[src/design/idts_pkg.sv]
// Package for the ISO duration to seconds core.
// Holds the input and result item types and the character and limit constants.
// Depends on nothing.
package idts_pkg;

	localparam int unsigned SecW = 17;

	localparam logic [SecW-1:0] LIMIT_SECONDS = 17'd86400;
	localparam logic [SecW-1:0] SEC_PER_HOUR  = 17'd3600;
	localparam logic [SecW-1:0] SEC_PER_MIN   = 17'd60;
	localparam logic [SecW-1:0] MAX_HOURS     = 17'd24;
	localparam logic [SecW-1:0] MAX_MIN_SEC   = 17'd59;

	localparam logic [7:0] CH_P    = 8'h50;
	localparam logic [7:0] CH_T    = 8'h54;
	localparam logic [7:0] CH_H    = 8'h48;
	localparam logic [7:0] CH_M    = 8'h4D;
	localparam logic [7:0] CH_S    = 8'h53;
	localparam logic [7:0] CH_ZERO = 8'h30;
	localparam logic [7:0] CH_NINE = 8'h39;

	typedef struct packed {
		logic [7:0] text_byte;
		logic       is_final;
	} idts_in_t;

	typedef struct packed {
		logic            ok;
		logic [SecW-1:0] total_seconds;
	} idts_out_t;

endpackage

[src/design/iso_duration_to_seconds_core.sv]
// Top level of the ISO duration to seconds core: the whole streaming parser.
// Depends on idts_pkg for the item types and the character constants.
//
// This block parses a time-only duration text such as PT1H30M5S, taking one
// character per input item, and turns it into a count of seconds. The text
// must open with P and then T, followed by one or more decimal numbers, each
// closed by a unit letter: H (at most 24), M (at most 59) or S (at most 59).
// Units may repeat and come in any order, and the running total may not
// exceed 86400 seconds. Any bad character (a zero byte included), a number
// without a unit, a unit without digits or a limit breach makes the text
// invalid; the error is sticky until the item marked is_final. That final
// item produces exactly one result item carrying ok and total_seconds
// (total_seconds is zero when ok is zero), and the parser then starts over
// for the next text. Items that are not final produce no result. The block
// takes one item per clock cycle: each character updates the parser state
// in the same cycle it is accepted, and the result of a final character
// sits in an output register. Input is accepted whenever that output
// register is empty or is being emptied in the same cycle, so a stalled
// consumer only holds up the input once a result is waiting.
module iso_duration_to_seconds_core (
	input  logic                 clk,
	input  logic                 arst_n,
	input  logic                 in_valid,
	output logic                 in_ready,
	input  idts_pkg::idts_in_t   in_data,
	output logic                 out_valid,
	input  logic                 out_ready,
	output idts_pkg::idts_out_t  out_data
);
	import idts_pkg::*;

	// Parser phase: waiting for P, waiting for T, or inside the body.
	typedef enum logic [1:0] {
		PH_EXPECT_P,
		PH_EXPECT_T,
		PH_BODY
	} phase_t;

	phase_t          phase_q, phase_d;
	logic [SecW-1:0] pending_q, pending_d;
	logic            have_digits_q, have_digits_d;
	logic [SecW-1:0] total_q, total_d;
	logic            seen_q, seen_d;
	logic            failed_q, failed_d;

	logic            out_valid_q;
	idts_out_t       out_data_q;

	logic            accept;
	logic [7:0]      ch;
	logic            is_digit;
	logic            is_unit;
	logic [3:0]      digit;
	logic [19:0]     pending_ext;
	logic [SecW-1:0] unit_limit;
	logic [SecW-1:0] unit_add;
	logic [SecW:0]   total_sum;
	logic            good;

	// A result slot frees up the same cycle it is taken, so input never
	// waits on an empty or draining output register.
	assign in_ready = !out_valid_q || out_ready;
	assign accept   = in_valid && in_ready;

	assign ch       = in_data.text_byte;
	assign is_digit = (ch >= CH_ZERO) && (ch <= CH_NINE);
	assign is_unit  = (ch == CH_H) || (ch == CH_M) || (ch == CH_S);
	assign digit    = 4'(ch - CH_ZERO);

	// Next digit accumulation; the pending number is at most 86400 while the
	// text is still good, so twenty bits hold the scaled value.
	assign pending_ext = 20'(pending_q) * 20'd10 + 20'(digit);

	// Unit limit and scaled contribution. Once the limit check passes the
	// pending number fits in six bits, so only those bits feed the product.
	always_comb begin
		case (ch)
			CH_H: begin
				unit_limit = MAX_HOURS;
				unit_add   = SecW'(pending_q[5:0]) * SEC_PER_HOUR;
			end
			CH_M: begin
				unit_limit = MAX_MIN_SEC;
				unit_add   = SecW'(pending_q[5:0]) * SEC_PER_MIN;
			end
			default: begin
				unit_limit = MAX_MIN_SEC;
				unit_add   = SecW'(pending_q[5:0]);
			end
		endcase
	end

	assign total_sum = {1'b0, total_q} + {1'b0, unit_add};

	always_comb begin
		phase_d       = phase_q;
		pending_d     = pending_q;
		have_digits_d = have_digits_q;
		total_d       = total_q;
		seen_d        = seen_q;
		failed_d      = failed_q;
		if (!failed_q) begin
			case (phase_q)
				PH_EXPECT_P: begin
					if (ch == CH_P) phase_d = PH_EXPECT_T;
					else failed_d = 1'b1;
				end
				PH_EXPECT_T: begin
					if (ch == CH_T) phase_d = PH_BODY;
					else failed_d = 1'b1;
				end
				default: begin
					if (is_digit) begin
						have_digits_d = 1'b1;
						if (pending_ext > 20'(LIMIT_SECONDS)) begin
							// Saturate just above the limit and flag the text.
							pending_d = LIMIT_SECONDS + SecW'(1);
							failed_d  = 1'b1;
						end else begin
							pending_d = SecW'(pending_ext);
						end
					end else if (is_unit) begin
						if (!have_digits_q || (pending_q > unit_limit) ||
						    (total_sum > {1'b0, LIMIT_SECONDS})) begin
							failed_d = 1'b1;
						end else begin
							total_d       = SecW'(total_sum);
							seen_d        = 1'b1;
							pending_d     = '0;
							have_digits_d = 1'b0;
						end
					end else begin
						failed_d = 1'b1;
					end
				end
			endcase
		end
	end

	// The verdict on a final character uses the state after that character.
	assign good = !failed_d && (phase_d == PH_BODY) && seen_d && !have_digits_d;

	always_ff @(posedge clk or negedge arst_n) begin
		if (!arst_n) begin
			phase_q       <= PH_EXPECT_P;
			pending_q     <= '0;
			have_digits_q <= 1'b0;
			total_q       <= '0;
			seen_q        <= 1'b0;
			failed_q      <= 1'b0;
			out_valid_q   <= 1'b0;
		end else begin
			// A new result wins over the one being taken in the same cycle.
			if (accept && in_data.is_final) out_valid_q <= 1'b1;
			else if (out_ready) out_valid_q <= 1'b0;
			if (accept) begin
				if (in_data.is_final) begin
					// Report and start over for the next text.
					phase_q       <= PH_EXPECT_P;
					pending_q     <= '0;
					have_digits_q <= 1'b0;
					total_q       <= '0;
					seen_q        <= 1'b0;
					failed_q      <= 1'b0;
				end else begin
					phase_q       <= phase_d;
					pending_q     <= pending_d;
					have_digits_q <= have_digits_d;
					total_q       <= total_d;
					seen_q        <= seen_d;
					failed_q      <= failed_d;
				end
			end
		end
	end

	// Result payload; loaded only when a final character is taken.
	always_ff @(posedge clk) begin
		if (accept && in_data.is_final) begin
			out_data_q.ok            <= good;
			out_data_q.total_seconds <= good ? total_d : '0;
		end
	end

	assign out_valid = out_valid_q;
	assign out_data  = out_data_q;

endmodule

[config.mk]
export PLATFORM = sky130hd
export DESIGN_NAME = iso_duration_to_seconds_core
export DESIGN_NICKNAME = d
export VERILOG_FILES = /design/src/design/idts_pkg.sv /design/src/design/iso_duration_to_seconds_core.sv
export SDC_FILE = /design/constraint.sdc
export NUM_CORES = 1
export LEC_CHECK = 0
export BUFFER_PORTS_ARGS = -buffer_cell sky130_fd_sc_hd__buf_4
export CORE_UTILIZATION = 50
export DETAILED_ROUTE_END_ITERATION = 8
export PLACE_DENSITY_LB_ADDON = 0.05
export SLEW_MARGIN = 5
export SYNTH_ARGS = -nofsm -noshare
export SYNTH_HDL_FRONTEND = slang
export SYNTH_SLANG_ARGS = --single-unit
[constraint.sdc]
create_clock -name clk -period 6.7 [get_ports clk]
set_input_delay 1.34 -clock clk [delete_from_list [all_inputs] [get_ports clk]]
set_output_delay 1.34 -clock clk [all_outputs]
set_load 0.05 [all_outputs]
; Word-level counts from Yosys, hierarchy flattened
; Cells that the tools add are included.
[totals]
register_bits = 58
wordCells = 93
inputBits = 13
[op_classes]
n_mul = 3
n_eq_ne = 10
n_reduce_logical = 20
n_addsub = 3
magnitude_cmp = 5
n_mux = 43
[op_table]
columns = op, n
row1 = $mux W17, 13
row2 = $eq A8 B7 Y1 const B, 5
row3 = $pmux W17 S2, 1
row4 = $mux W1, 22
row5 = $add A20 B4 Y20, 1
row6 = $gt A20 B17 Y1 const B, 1
row7 = $mul A17 B3 Y19 const B, 1
row8 = $add A17 B17 Y18, 1
row9 = $gt A18 B17 Y1 const B, 1
row10 = $gt A17 B17 Y1, 1
row11 = $mul A6 B8 Y13 const B, 1
row12 = $mul A6 B4 Y10 const B, 1
row13 = $ge A8 B6 Y1 const B, 1
row14 = $le A8 B6 Y1 const B, 1
row15 = $mux W2, 4
row16 = $logic_and A1 B1 Y1, 6
row17 = $mux W6, 1
row18 = $logic_or A1 B1 Y1, 5
row19 = $reduce_and A5 Y1, 1
row20 = $logic_not A1 Y1, 4
row21 = $pmux W2 S2, 1
row22 = $sub A4 B1 Y4 const B, 1
row23 = $ne A3 B3 Y1 const B, 1
row24 = $reduce_bool A3 Y1, 1
row25 = 8 further kinds, 8

; Depth between registers and ports, before layout
; Gate-level depths: netlist (run 1).
[depth]
ltp_word = 14
depth_mapped = 25

; Worst setup path after synthesis (run 1)
; Ideal clock, no wire load.
[synth_timing]
kind = input to register
from = input in_data[3] (netlist bit)
to = register total_q[14]
setup_slack_ns = 0.911
arrival_time_ns = 5.668
setup_time_ns = 0.121
stages = 21
t_required_ns = 6.579
cell_sequence = clkbuf_1 > nor2_1 > and2_1 > clkbuf_1 > ha_1 > or4b_2 > o21ai_0 > a21oi_1 > ha_1 > o21ai_1 > a21oi_1 > o221ai_1 > a21oi_1 > xor2_1 > a2111oi_0 > nor3_1 > a2111oi_2 > o31a_4 > nand2_4 > buf_6 > a22o_1
[synth_via]
elab_chain_len = 11
elab_cells_between_ends = 21
cone_classes = 1 x add/sub / 4 x order compare / 3 x eq/ne / 8 x mux / 5 x reduce/logical
[synth_rtl]
columns = element, line
row1 = from (decl), iso_duration_to_seconds_core.sv:25  ; input idts_pkg::idts_in_t in_data,
row2 = $eq A8 B7 Y1, "iso_duration_to_seconds_core.sv:67, iso_duration_to_seconds_core.sv:77"
row3 = $pmux W17 S2 or $mux W6 (tied branches), iso_duration_to_seconds_core.sv:77  ; case (ch)
row4 = $add A17 B17 Y18 or $gt A17 B17 Y1 (tied branches), "iso_duration_to_seconds_core.sv:93, iso_duration_to_seconds_core.sv:123"
row5 = $gt A18 B17 Y1 or $logic_or A1 B1 Y1 (tied branches), "iso_duration_to_seconds_core.sv:124, iso_duration_to_seconds_core.sv:123"
row6 = $logic_or A1 B1 Y1, iso_duration_to_seconds_core.sv:123  ; if (!have_digits_q || (pending_q > unit_limit) ||
row7 = $mux W17, iso_duration_to_seconds_core.sv:123
row8 = $mux W17, iso_duration_to_seconds_core.sv:122  ; end else if (is_unit) begin
row9 = $mux W17 (*), iso_duration_to_seconds_core.sv:113  ; if (is_digit) begin
row10 = $mux W17 (*), iso_duration_to_seconds_core.sv:103  ; case (phase_q)
row11 = $mux W17 (*), iso_duration_to_seconds_core.sv:102  ; if (!failed_q) begin
row12 = $mux W17 (*), iso_duration_to_seconds_core.sv:157  ; if (in_data.is_final) begin
row13 = to (signal assigned), iso_duration_to_seconds_core.sv:169  ; total_q <= total_d;
row14 = to (decl), iso_duration_to_seconds_core.sv:42  ; logic [SecW-1:0] total_q, total_d;
; Every way passes the cells marked *; elsewhere a longest branch is shown, timed or not.
; A chain may end at the register's enable or synchronous reset.

; Final worst setup path (run 1)
[layout_timing]
from = register pending_q[3]
to = register total_q[4]
[layout_via]
elab_chain_len = 11
elab_cells_between_ends = 14
cone_classes = 1 x add/sub / 2 x mul / 2 x order compare / 7 x mux / 2 x reduce/logical
[layout_rtl]
columns = element, line
row1 = from (decl), iso_duration_to_seconds_core.sv:40  ; logic [SecW-1:0] pending_q, pending_d;
row2 = from (signal assigned), iso_duration_to_seconds_core.sv:167  ; pending_q <= pending_d;
row3 = $mul A6 B8 Y13 or $mul A6 B4 Y10 (tied branches), "iso_duration_to_seconds_core.sv:80, iso_duration_to_seconds_core.sv:84"
row4 = $pmux W17 S2, iso_duration_to_seconds_core.sv:77
row5 = $add A17 B17 Y18, iso_duration_to_seconds_core.sv:93  ; assign total_sum = {1'b0, total_q} + {1'b0, unit_add};
row6 = $gt A18 B17 Y1, iso_duration_to_seconds_core.sv:124  ; (total_sum > {1'b0, LIMIT_SECONDS})) begin
row7 = $logic_or A1 B1 Y1, iso_duration_to_seconds_core.sv:123
row8 = $mux W17 (*), iso_duration_to_seconds_core.sv:123
row9 = $mux W17 (*), iso_duration_to_seconds_core.sv:122
row10 = $mux W17 (*), iso_duration_to_seconds_core.sv:113
row11 = $mux W17 (*), iso_duration_to_seconds_core.sv:103
row12 = $mux W17 (*), iso_duration_to_seconds_core.sv:102
row13 = $mux W17 (*), iso_duration_to_seconds_core.sv:157
; Marks and branches as above.

==> metrics.txt, run 1 <==
routed wl met3 932 um; vias post-DR 5,800; worst path arrival time 6.48 ns; Pre-Repair DR Iteration Count 6; height of the die 117 um; GRT Overall Usage 25.6%; final worst slack 0.435 ns; worst vdd ir 123 uV; power per cell area 150 nW/um^2; final core utilization 57.9%; DR iter-0 viols 398; antenna viol nets, final 0; clock buffer depth 2; DRC Markers 0; Num CTS Buffers 9; max-cap violation count 0; post-synth top area share 16.1%; Main synth FF type dfrtp_1; n_diodes 0; FF+latch area 1540 sq um; FP Rows 41; leak pwr 3.44 nW; max-slew violation count 0; Stages on worst setup path 25; Period Utilization, post-route 93.5%; core area 12,700 sq um; total global routing overflow 0; WHS Path Cells 2; area occupied by multi-input gates 4730 sq um; pin count of the biggest net entering global routing 41; die width 117 um; Reg-to-Reg End total_q[4]; GPL Wtd Cong 0.838; area growth from synthesis to layout 11.7%; reg2reg start pending_q[3]; Placed Area 7010 sq um; Yosys cell types 87; Nets 888; top sig layer met4; H-tree Lvls 3; EDFF count, synth 18; Hold Path Class reg -> reg; Critical Path Start Type flip-flop; cell taking the most area after synthesis ha_1; vias in the first global route 5,367; clock root buffer clkbuf_16; RSZ-0062 raised after global routing no; layout cells sized above 1 13.2%; vias per cell 6.09; min-delay src seen_q; r2r setup slk 0.43 ns; # Post-CTS Setup Buffers 0; sequential-to-total area share from yosys stat 23.4%; Max Fclk 0.160 GHz; Final Instance Area 7370 sq um; Worst EP required 6.91 ns; Ys Warns 0; ranking of synthesized cells by area ha_1, dfrtp_1, edfxtp_1; Tmin final 6.27 ns; Cells after Synth 749; Syn Area/Cell 8.81 sq um; IO Pins 33; worst stage delay on the critical path 0.58 ns; Setup TNS Final 0 ns; Avg WL per Cell 17.3 um; die area 13,700 sq um; syn nets 861; routed wire length 16,500 um; Setup CP Type reg -> reg; outcome finished, final reports clean; PortBufs 32; Fillers 1,173; register bit total from synthesis 58; Top delay family on crit path compound AO/OA/AOI/OAI gates; Worst path slowest cell fa_1; R2R cell count 25; CTS sink cnt 58; final setup fails 0; CTS tree built; DP Worst Slack 0.358 ns; clock transition at the registers of the reported paths 0.06 ns; Worst-Margin Slew 0.647 ns; Rel. slew slack 56.8%; first-pass GRT wire length 27,100 um; hold worst-path end seen_q; CP endpoint kind flip-flop; DRT met1 WL 8120 um; Async SR Flop Fraction 69.0%; met2 WL 7100 um; Synth Cell Area 6600 sq um; Buf/Inv on CP 3; initial antenna violation count 0; Post-DP HPWL 13,000 um; Hold Vio Cnt, Final 0; initial core utilization 51.9%; Skew-Pair Late Insertion Delay 0.33 ns; clk_skew 0.0100 ns; Crit Path Max Fanout 21
-- what timing repair did --
action                     CTS  global route
gates resized for setup      0             3
setup endpoints to repair    0            26
hold buffers                 0             0
-- cells in the mapped netlist (4+ instances only) --
cell,count
inv_1,50
nand2_1,47
dfrtp_1,40
xnor2_1,25
a21o_1,14
and3_1,7
o221a_2,4
edfxtp_1,18
o21a_1,11
o21ai_1,7
or2_2,5
or3_1,6
xor2_1,25
nor3b_1,5
nand3b_1,5
a211o_1,4
mux2i_1,14
nand4_1,10
ha_1,85
o21ai_0,36
nand2b_1,11
nand3_1,15
nor2b_1,9
nor4_1,5
o22ai_1,9
nor3_1,15
buf_2,7
a211oi_1,7
clkbuf_1,15
a22o_1,21
a21oi_1,46
o211ai_1,5
and2_1,8
fa_1,14
nor2_1,67
-- state kept, by name (all words and copies together), names as in the netlist --
name           count
out_data          18
have_digits_q      1
out_valid          1
pending_q         17
phase_q            2
seen_q             1
total_q           17
failed_q           1
-- worst register-to-register path, delay by kind of cell, from the launching register on --
family	cells	cell delay [ns]
buffers and inverters	3	0.30
adder cells (fa/ha/maj)	4	1.78
XOR/XNOR	2	0.21
flip-flops	1	0.54
AND/OR/NAND/NOR	7	0.87
AO/OA/AOI/OAI	9	2.44
-- metal layers --
layer | global-route usage, % | vias up
met2 | 39.0 | 182
met5 | 0 | -
li1 | - | 2800
met3 | 3.35 | 35
met4 | 8.02 | 0
met1 | 37.5 | 2783
-- final cells by class --
type / instances / share of cell area, %
multi-input combinational: 611 / 64.2
timing repair buffer: 44 / 4.65
inverter: 52 / 2.65
sequential: 58 / 20.9
clock inverter: 4 / 0.713
clock buffer: 12 / 3.92
tap: 172 / 2.92
-- power breakdown --
group          internal (W)  switching [W]
combinational     0.0000773       0.000128
sequential         0.000376     0.00000960
clock              0.000344       0.000171
total              0.000797       0.000309
-- through the flow --
stage / cells / hold WS (ns) / total power (W)
5_1_grt: 953 / 0.567 / 0.00115
4_1_cts: 953 / 0.521 / 0.00111
3_3_place_gp: 937 / 0.502 / 0.000594
6_report: 953 / 0.536 / 0.00111
3_5_place_dp: 937 / 0.503 / 0.000596
2_1_floorplan: 749 / 0.455 / 0.000541
-- cells in the final DEF (no fill, tap or decap), types with 9 or more instances in the layout --
master,n
o21a_1,11
a21o_1,14
buf_4,43
a22o_1,21
clkbuf_16,11
nand3_1,15
nand4_1,10
fa_1,14
nor3_1,15
dfrtp_1,39
ha_1,85
xnor2_1,25
nand2b_1,11
o21ai_0,36
edfxtp_1,18
nor2b_1,9
xor2_1,25
o22ai_1,9
a21oi_1,46
nor2_1,67
inv_1,50
nand2_1,47
mux2i_1,14
-- worst max path at each step --
stage                 start          end  slack (ns)
3_5_place_dp   pending_q[2]  total_q[12]        0.36
3_3_place_gp   pending_q[2]   total_q[5]        0.47
4_1_cts        pending_q[2]   total_q[4]        0.28
6_report       pending_q[3]   total_q[4]        0.43
2_1_floorplan    in_data[3]  total_q[14]        0.91
5_1_grt        pending_q[3]   total_q[4]        0.04
-- cells by family after synthesis --
logic type	after synthesis	share of synthesized area (%)
flops	58	23.4
buf+inv	80	5.12
simple gates	239	19.4
fa+ha+maj	99	20.4
mux	17	2.64
xor+xnor	50	6.64
compound gates	206	22.5
Note: power is estimated with default switching activity, not from simulation.
==> run 2, diff against run 1 <==
BUFFER_PORTS_ARGS = not set   (was -buffer_cell sky130_fd_sc_hd__buf_4)
DONT_BUFFER_PORTS = 1   (was not set)
==> metrics.txt, run 2 (synthesis results as in run 1) <==
Worst EP required 6.91 ns (about the same); Avg WL per Cell 18.3 um (+5.7%); Worst-Margin Slew 0.665 ns (+0.0187 ns); clock transition at the registers of the reported paths 0.05 ns (about the same); GRT Overall Usage 26.3% (+0.65 points); max FFs per register 18 (unchanged); CP endpoint kind flip-flop; sw frac 26.9% (-1.0 points); vias post-DR 5,561 (-4.1%); RSZ-0062 raised after global routing no; Nets 856 (-3.6%); total global routing overflow 0 (unchanged); core area 12,700 sq um (unchanged); DR iter-0 viols 368 (-7.5%); Pre-Repair DR Iteration Count 4 (-2); Max Fclk 0.161 GHz (+0.83%); area growth from synthesis to layout 8.38%; Num CTS Buffers 9 (unchanged); Power, Total 0.00109 W (-1.1%); n_diodes 0 (unchanged); Post-DP HPWL 13,200 um (+1.2%); Setup CP Type reg -> reg; combinational share of power 15.1% (-3.5 points); part of the power in the clock network 47.8% (+1.2 points); DRC Markers 0 (unchanged); clock buffer depth 2 (unchanged); initial antenna violation count 0 (unchanged); vias per cell 6.04 (-0.79%); Crit Path Max Fanout 21 (unchanged); DRT met1 WL 8430 um (+3.8%); PortBufs 0 (-100%); power per cell area 153 nW/um^2 (+1.9%); vias in the first global route 5,372 (+0.093%); initial core utilization 51.9% (unchanged); WHS Path Cells 2 (unchanged); first-pass GRT wire length 27,800 um (+2.4%); pin count of the biggest net entering global routing 41 (unchanged); top sig layer met4; Hold Path Class reg -> reg; die area 13,700 sq um (unchanged); Fillers 1,194 (+1.8%); count of non-filler cells in the finished layout 921 (-3.4%); Skew-Pair Late Insertion Delay 0.33 ns (about the same); routed wire length 16,800 um (+2.1%); Tmin final 6.21 ns (-0.0516 ns); Period Utilization, post-route 92.7% (-0.77 points); routed wl met3 713 um (-23%); final setup fails 0 (unchanged); met2 WL 7490 um (+5.6%); clock root buffer clkbuf_16; IO Pins 33 (unchanged); final core utilization 56.2% (-1.7 points); outcome finished, final reports clean; H-tree Lvls 3 (unchanged); CTS tree built; worst vdd ir 93.6 uV (-24%); R2R cell count 25 (unchanged); Hold Vio Cnt, Final 0 (unchanged); die width 117 um (unchanged); worst path arrival time 6.42 ns (-0.06 ns); GPL Wtd Cong 0.902 (+7.7%); max-slew violation count 0 (unchanged); leak pwr 3.30 nW (-4.0%); Rel. slew slack 55.6% (-1.2 points); FP Rows 41 (unchanged); Pint 0.000799 W (+0.25%); # Post-CTS Setup Buffers 0 (unchanged); register share of total power 37.1% (+2.2 points); most frequent cells in the layout ha_1, nor2_1, inv_1; clk_skew 0.0106 ns (+0.000592 ns); CTS sink cnt 58 (unchanged); max-cap violation count 0 (unchanged); NetSw 0.000294 W (-4.7%); Critical Path Start Type flip-flop; # placed instances 904 (-3.5%); most common cell after layout, fill and taps aside ha_1; hold buffer count at CTS 0 (unchanged); antenna viol nets, final 0 (unchanged); layout cells sized above 1 9.88% (-3.3 points); height of the die 117 um (unchanged)
==> run 2: what timing repair did <==
item	in CTS	in global routing
endpoints found under the setup margin	15	53
cloned	0	1
pin swaps	0	2
endpoints found under the hold margin	0	0
resized for setup	1	9
==> run 2: path summary, 6_finish.rpt <==
path / endpoint / startpoint / slack (ns)
worst max-delay path: total_q[16] / pending_q[1] / 0.49
worst min-delay path: seen_q / seen_q / 0.51
worst max register to register: total_q[16] / pending_q[1] / 0.49
worst min register to register: seen_q / seen_q / 0.51
max in group asynchronous: pending_q[2] / arst_n / 5.89
min in group asynchronous: total_q[2] / arst_n / 0.71
==> run 2: through the flow <==
step	setup TNS, ns	hold slack [ns]	area [sq um]	setup slack (ns)
floorplan	0	0.455	6600	0.911
global placement	0	0.484	6770	0.0396
detailed placement	-0.111	0.490	6770	-0.0191
CTS	0	0.506	7100	0.104
global route	0	0.559	7150	0.0186
finish	0	0.507	7150	0.486
==> run 2: power by group through the flow <==
stage | clock network [W] | logic, W | registers [W]
3_3_place_gp | 0 | 0.000159 | 0.000412
4_1_cts | 0.000527 | 0.000163 | 0.000406
2_1_floorplan | 0 | 0.000131 | 0.000410
5_1_grt | 0.000546 | 0.000184 | 0.000408
3_5_place_dp | 0 | 0.000163 | 0.000412
6_report | 0.000522 | 0.000165 | 0.000406
==> run 2: layout make-up <==
type / count / area (sq um) / share of cell area, %
Multi-Input combinational cell: 612 / 4770 / 66.7
Sequential cell: 58 / 1550 / 21.6
Clock buffer: 14 / 274 / 3.83
Tap cell: 172 / 215 / 3.01
Inverter: 52 / 195 / 2.73
Timing Repair Buffer: 11 / 95.1 / 1.33
Clock inverter: 2 / 60.1 / 0.840
==> run 2: layer usage <==
metal | global-route usage [%] | vias to the layer above
met5 | 0 | -
met4 | 5.91 | 0
met3 | 3.91 | 15
li1 | - | 2730
met2 | 40.6 | 136
met1 | 38.5 | 2680
==> run 2: worst max-delay path, cell delays in order (launching register included) <==
cell and delay (ns):
dfrtp_2 0.51, fa_1 0.59, inv_1 0.06, fa_1 0.49, inv_1 0.04, ha_1 0.32
nor2b_1 0.14, o21ai_0 0.15, nand2b_1 0.10, a21o_1 0.20, a21oi_1 0.18, xnor2_1 0.09
a22o_1 0.20, ha_1 0.36, nand4_1 0.22, nor4_4 0.32, nor2_1 0.08, nand3_1 0.10
xor2_1 0.15, a2111oi_2 0.41, buf_4 0.19, nor3_1 0.05, a2111oi_2 0.31, o31a_4 0.31
nand2_4 0.21, a22o_1 0.29
